### config.mk
export PLATFORM = sky130hd
export DESIGN_NAME = sound_chip_timer_pair
export DESIGN_NICKNAME = d
export VERILOG_FILES = /design/src/rtl/sct_pkg.sv /design/src/rtl/sound_chip_timer_pair.sv
export SDC_FILE = /design/constraint.sdc
export NUM_CORES = 1
export LEC_CHECK = 0
export BUFFER_PORTS_ARGS = -buffer_cell sky130_fd_sc_hd__clkbuf_2
export CAP_MARGIN = 10
export CORE_MARGIN = 2
export CORE_UTILIZATION = 50
export CTS_CLUSTER_DIAMETER = 80
export CTS_CLUSTER_SIZE = 8
export DETAILED_ROUTE_END_ITERATION = 7
export PLACE_DENSITY = 0.75
export SYNTH_ARGS = -nofsm -noshare
export SYNTH_HDL_FRONTEND = slang
export SYNTH_SLANG_ARGS = --single-unit
### constraint.sdc
create_clock -name clk -period 3.26 [get_ports clk]
set_clock_uncertainty 0.2 [all_clocks]
set_input_delay 0.326 -clock clk [delete_from_list [all_inputs] [get_ports clk]]
set_output_delay 0.326 -clock clk [all_outputs]
set_load 0.03 [all_outputs]
### src/rtl/sct_pkg.sv
package sct_pkg;

    localparam int TIMER_COUNT = 2;

    localparam int COUNT_W = 9;

    typedef logic [COUNT_W-1:0] count_t;
    typedef logic [2:0]         mode_t;
    typedef logic [7:0]         byte_t;

    localparam mode_t MODE_ADDR_WRITE  = 3'd0;
    localparam mode_t MODE_DATA_WRITE  = 3'd1;
    localparam mode_t MODE_STATUS_READ = 3'd2;
    localparam mode_t MODE_DATA_READ   = 3'd3;
    localparam mode_t MODE_TICK        = 3'd4;

    localparam byte_t REG_TIMER0_RELOAD = 8'h02;
    localparam byte_t REG_TIMER1_RELOAD = 8'h03;
    localparam byte_t REG_TIMER_CONTROL = 8'h04;

    localparam int CTRL_RESET_BIT   = 7;
    localparam int CTRL_MASK0_BIT   = 6;

    localparam byte_t STATUS_IRQ     = 8'h80;
    localparam byte_t STATUS_TIMER0  = 8'h40;
    localparam byte_t DATA_READ_BYTE = 8'hFF;

    localparam count_t RELOAD_FULL = 9'd256;

endpackage

### src/rtl/sound_chip_timer_pair.sv
// Timer and status section of an FM sound chip. Each input word is one bus access (address
// write, data write, status read, data read) or a tick event carrying a number of elapsed
// timer ticks, and each input word yields exactly one output word on read_byte: the status
// byte for a status read, 0xFF for a data read and zero otherwise. A word is registered on
// entry; the timer state is updated and the result computed from that register and held in
// an output register, and a new word is accepted in every cycle while the output side takes
// its words. The input side stalls only when its register is full and the output register is
// held by a stall.
module sound_chip_timer_pair
(
    input  logic                clk,
    input  logic                rst_n,
    input  logic                in_valid,
    output logic                in_stall,
    input  sct_pkg::mode_t      mode,
    input  sct_pkg::byte_t      bus_byte,
    input  sct_pkg::byte_t      elapsed_ticks,
    output logic                out_valid,
    input  logic                out_stall,
    output sct_pkg::byte_t      read_byte
);
    import sct_pkg::*;

    logic   in_valid_reg;
    mode_t  mode_reg;
    byte_t  bus_byte_reg;
    byte_t  ticks_reg;

    logic   out_valid_reg;
    logic   out_valid_next;
    byte_t  read_byte_reg;
    byte_t  read_byte_next;

    byte_t  selected_reg;
    byte_t  selected_next;
    count_t reload_reg    [TIMER_COUNT];
    count_t reload_next   [TIMER_COUNT];
    count_t remaining_reg [TIMER_COUNT];
    count_t remaining_next[TIMER_COUNT];
    logic   [TIMER_COUNT-1:0] running_reg;
    logic   [TIMER_COUNT-1:0] running_next;
    logic   [TIMER_COUNT-1:0] masked_reg;
    logic   [TIMER_COUNT-1:0] masked_next;
    logic   [TIMER_COUNT-1:0] expired_reg;
    logic   [TIMER_COUNT-1:0] expired_next;

    logic   advance;

    assign advance   = in_valid_reg && (!out_valid_reg || !out_stall);
    assign in_stall  = in_valid_reg && out_valid_reg && out_stall;
    assign out_valid = out_valid_reg;
    assign read_byte = read_byte_reg;

    always_comb
    begin
        logic   on;
        count_t ticks_ext;
        on             = 1'b0;
        selected_next  = selected_reg;
        reload_next    = reload_reg;
        remaining_next = remaining_reg;
        running_next   = running_reg;
        masked_next    = masked_reg;
        expired_next   = expired_reg;
        read_byte_next = '0;
        ticks_ext      = {1'b0, ticks_reg};
        case (mode_reg)
            MODE_ADDR_WRITE:
            begin
                selected_next = bus_byte_reg;
            end
            MODE_DATA_WRITE:
            begin
                if (selected_reg == REG_TIMER0_RELOAD)
                begin
                    reload_next[0] = RELOAD_FULL - {1'b0, bus_byte_reg};
                end
                else if (selected_reg == REG_TIMER1_RELOAD)
                begin
                    reload_next[1] = RELOAD_FULL - {1'b0, bus_byte_reg};
                end
                else if (selected_reg == REG_TIMER_CONTROL)
                begin
                    if (bus_byte_reg[CTRL_RESET_BIT])
                    begin
                        for (int t = 0; t < TIMER_COUNT; t++)
                        begin
                            remaining_next[t] = reload_reg[t];
                            expired_next[t]   = running_reg[t] && (reload_reg[t] == '0);
                        end
                    end
                    else
                    begin
                        for (int t = 0; t < TIMER_COUNT; t++)
                        begin
                            on = bus_byte_reg[t];
                            if (on != running_reg[t])
                            begin
                                if (on)
                                begin
                                    remaining_next[t] = reload_reg[t];
                                end
                                running_next[t] = on;
                                if (on && !expired_reg[t] && remaining_next[t] == '0)
                                begin
                                    expired_next[t] = 1'b1;
                                end
                            end
                            masked_next[t] = bus_byte_reg[CTRL_MASK0_BIT - t];
                            if (masked_next[t])
                            begin
                                expired_next[t] = 1'b0;
                            end
                        end
                    end
                end
            end
            MODE_STATUS_READ:
            begin
                for (int t = 0; t < TIMER_COUNT; t++)
                begin
                    if (expired_reg[t] && !masked_reg[t])
                    begin
                        read_byte_next = read_byte_next | STATUS_IRQ | (STATUS_TIMER0 >> t);
                    end
                end
            end
            MODE_DATA_READ:
            begin
                read_byte_next = DATA_READ_BYTE;
            end
            MODE_TICK:
            begin
                for (int t = 0; t < TIMER_COUNT; t++)
                begin
                    if (running_reg[t] && !expired_reg[t])
                    begin
                        if (ticks_ext >= remaining_reg[t])
                        begin
                            expired_next[t] = 1'b1;
                        end
                        else
                        begin
                            remaining_next[t] = remaining_reg[t] - ticks_ext;
                        end
                    end
                end
            end
            default:
            begin
                read_byte_next = '0;
            end
        endcase
    end

    always_comb
    begin
        out_valid_next = out_valid_reg;
        if (advance)
        begin
            out_valid_next = 1'b1;
        end
        else if (!out_stall)
        begin
            out_valid_next = 1'b0;
        end
    end

    always_ff @(posedge clk or negedge rst_n)
    begin
        if (!rst_n)
        begin
            in_valid_reg  <= 1'b0;
            out_valid_reg <= 1'b0;
            selected_reg  <= '0;
            running_reg   <= '0;
            masked_reg    <= '0;
            expired_reg   <= '0;
            for (int t = 0; t < TIMER_COUNT; t++)
            begin
                reload_reg[t]    <= RELOAD_FULL;
                remaining_reg[t] <= '0;
            end
        end
        else
        begin
            out_valid_reg <= out_valid_next;
            if (!in_stall)
            begin
                in_valid_reg <= in_valid;
            end
            if (advance)
            begin
                selected_reg  <= selected_next;
                running_reg   <= running_next;
                masked_reg    <= masked_next;
                expired_reg   <= expired_next;
                reload_reg    <= reload_next;
                remaining_reg <= remaining_next;
            end
        end
    end

    always_ff @(posedge clk)
    begin
        if (!in_stall)
        begin
            mode_reg     <= mode;
            bus_byte_reg <= bus_byte;
            ticks_reg    <= elapsed_ticks;
        end
        if (advance)
        begin
            read_byte_reg <= read_byte_next;
        end
    end

    // The input side is held back only while the output register is full and stalled.
    a_stall_cause: assert property (@(posedge clk) disable iff (!rst_n)
        in_stall |-> (out_valid && out_stall))
        else $error("input stalled without a held output word");

    // A nonzero result always carries the top status bit or is the data read pattern.
    a_result_form: assert property (@(posedge clk) disable iff (!rst_n)
        out_valid |-> (read_byte == '0 || read_byte[7]))
        else $error("result word without its top bit set");

    for (genvar g = 0; g < TIMER_COUNT; g++)
    begin : g_timer_chk
        a_count_range: assert property (@(posedge clk) disable iff (!rst_n)
            (reload_reg[g] != '0) && (reload_reg[g] <= RELOAD_FULL)
            && (remaining_reg[g] <= RELOAD_FULL))
            else $error("timer count out of range");
    end

endmodule

==> impl_results.md <==
* Critical Path Start Type: flip-flop
* Die X at 96.3 um
* Syn avg cell area at 10.7 sq um
* Total negative slack at 0 ns
* Fin. Hold Viols at 0
* Routed wire length at 9800 um
* Initial antenna violation count at 0
* Critical Path Sink Type: flip-flop
* R2R depth at 7
* Clk pin slew, worst setup/hold paths at 0.09 ns
* Synth unique cells at 69
* Avg Vias per Cell at 5.81
* DR vias at 3,257
* Post_cts resized at 0
* Mapped Cells at 396
* Sink Count at 75
* Initial Util at 51.8%
* Max transition margin at 50.9%
* Worst Hold Class: input pin to flip-flop
* 1st-pass router iterations at 4
* Cell Area, Synth at 4260 sq um
* DR WL/cell at 17.5 um
* Min-Delay Startpoint: out_stall
* I/O pins at 33
* Largest net degree at the start of global routing at 37
* Hold slack at 0.0156 ns
* Worst EP required at 3.28 ns
* Hold Path Depth at 3
* Leak pwr at 0.00219 uW
* RSZ-0062 raised after global routing: false
* Vias in the first global route at 3,284
* Seq/Total Area, Yosys at 46.9%
* Setup bufs post-CTS at 0
* Period utilization at 83.1%
* Hold endpoint: out_valid
* Worst Path Arrival at 2.73 ns
* GRT overflow at 0
* Crit path time final at 2.71 ns
* Die area at 9270 sq um
* Number of diodes at 0
* CTS tree: yes
* I/O Buffers at 32
* DRC at 0
* Clock Tree Buf Depth at 2
* Syn nets at 438
* Clk Tree Root Cell: clkbuf_8
* RR Startpoint: selected_reg[1]
* GRT Util Overall at 23.3%
* Pwr dens at 662 nW/um^2
* Core Region at 8220 sq um
* Post-route ant nets at 0
* Outcome: complete, no violations
* Die Ht at 96.3 um
* Fraction of registers with async set/reset at 69.3%
* Reg2Reg Setup Slack at 0.55 ns
* RR Endpoint: remaining_reg[0]
* Register area at 1990 sq um
* Top_reg_cell synth: dfrtp_1
* Clk_lat worst skew at 0.35 ns
* Critical path class: flip-flop to flip-flop
* Dpl hpwl at 7250 um
* Setup violations, final at 0
* MaxCap Viol Count at 0
* Fill cells at 674
* Cell Rows at 33
* Synth Register Bits at 75
* Share of layout cells above drive strength 1 at 20.6%
* CTS Hold Bufs at 21
* # nets final at 493
* TritonCTS Buffers at 9
* VDD IR-drop max at 0.301 mV
* Area of the multi-input gates at 2090 sq um
* Final Power at 3260 uW
* Slew Viols, Final at 0
* Area delta synth->final at 15.7%
* First-pass GRT wire length at 16,100 um
* Syn. warnings at 0
* Number of synthesized flops with an enable pin at 23
* H-tree Lvls at 3
* Iteration-0 DRC Markers at 185
* Highest Clock Rate at 369 MHz
* Maximum fanout along the worst path at 12
* Worst-margin pin slew at 0.735 ns
* GP Congestion at 0.924
==> power breakdown <==
part	total (uW)	leakage, uW	switching (uW)	internal, uW
clock	745	0.000107	364	381
combinational	1210	0.00119	678	529
sequential	1310	0.000892	152	1150
==> critical path, stage by stage, from the launching register on <==
cell and delay, ns:
dfrtp_1 0.40, nor4_1 0.41, nand3_1 0.28, a221oi_2 0.42
o211ai_1 0.13, buf_4 0.20, a21oi_1 0.37, o22ai_1 0.16
==> Yosys cell counts (all sizes together), types with 7 or more instances <==
master	count	area (sq um)
dfrtp	50	1250
nor2	33	124
mux2	26	323
nand2	25	96.4
edfxtp	23	691
o21ai	21	105
inv	20	75.1
a21oi	19	95.1
ha	17	213
nor3	11	55.1
buf	9	67.6
nand2b	9	56.3
xor2	9	78.8
a211oi	8	65.1
nand3	8	40.0
clkbuf	7	26.3
nor4	7	65.1
==> metrics by stage <==
step	utilization, %	cell area, sq um	setup WS (ns)	cells
6_report	59.9	4920	0.552	561
5_1_grt	59.9	4920	0.378	561
4_1_cts	59.9	4920	0.568	561
3_5_place_dp	54.9	4510	0.627	524
3_3_place_gp	54.9	4510	0.682	524
2_1_floorplan	-	4260	0.730	396
==> layout make-up <==
| cell class | instances | area share [%] |
|---|---|---|
| repair buffers | 60 | 8.59 |
| inverters | 20 | 1.52 |
| clock inverters | 6 | 1.42 |
| well taps | 105 | 2.67 |
| clock buffers | 10 | 2.79 |
| multi-input cells | 285 | 42.5 |
| flip-flops and latches | 75 | 40.5 |
==> layer usage <==
metal	global-route usage, %	share of wire (%)	wire [um]	vias up
met3	4.46	5.6	549	18
li1	-	-	-	1586
met1	32.0	45	4420	1545
met2	36.2	47	4590	108
met4	9.17	2.5	246	0
met5	0	0	0	-
==> cells by family after synthesis <==
kind of cell	after synthesis	share of synthesized area (%)
AOI/OAI and AO/OA	100	16.4
and+or+nand+nor	124	16.0
adders and majority gates	19	5.94
xor gates and xnor gates	15	3.09
DFF	75	46.9
buffers and inverters	36	3.97
muxes	27	7.82
==> how the worst max path moves through the flow <==
stage / start / endpoint / slack, ns / cells after the start
2_1_floorplan: ticks_reg[1] / remaining_reg[8] / 0.73 / 9
3_3_place_gp: selected_reg[5] / reload_reg[5] / 0.68 / 4
3_5_place_dp: selected_reg[1] / remaining_reg[0] / 0.63 / 7
4_1_cts: selected_reg[1] / remaining_reg[0] / 0.57 / 7
5_1_grt: ticks_reg[1] / remaining_reg[4] / 0.38 / 9
6_report: selected_reg[1] / remaining_reg[0] / 0.55 / 7
==> cell usage in the layout, fill, tap and decap left out, types with 4 or more instances in the layout <==
master,instances
a211oi_1,7
a21o_1,5
a21oi_1,19
a31oi_1,4
buf_4,7
clkbuf_2,32
clkbuf_8,10
dfrtp_1,50
dlygate4sd3_1,21
edfxtp_1,23
ha_1,17
inv_1,20
mux2_2,18
mux2_4,8
nand2_1,24
nand2b_1,9
nand3_1,8
nor2_1,33
nor2b_1,6
nor3_1,11
nor4_1,5
o211ai_1,4
o21ai_0,21
o22a_1,4
o2bb2ai_1,4
xnor2_1,6
xor2_1,9
Note: power is estimated with default switching activity, not from simulation.
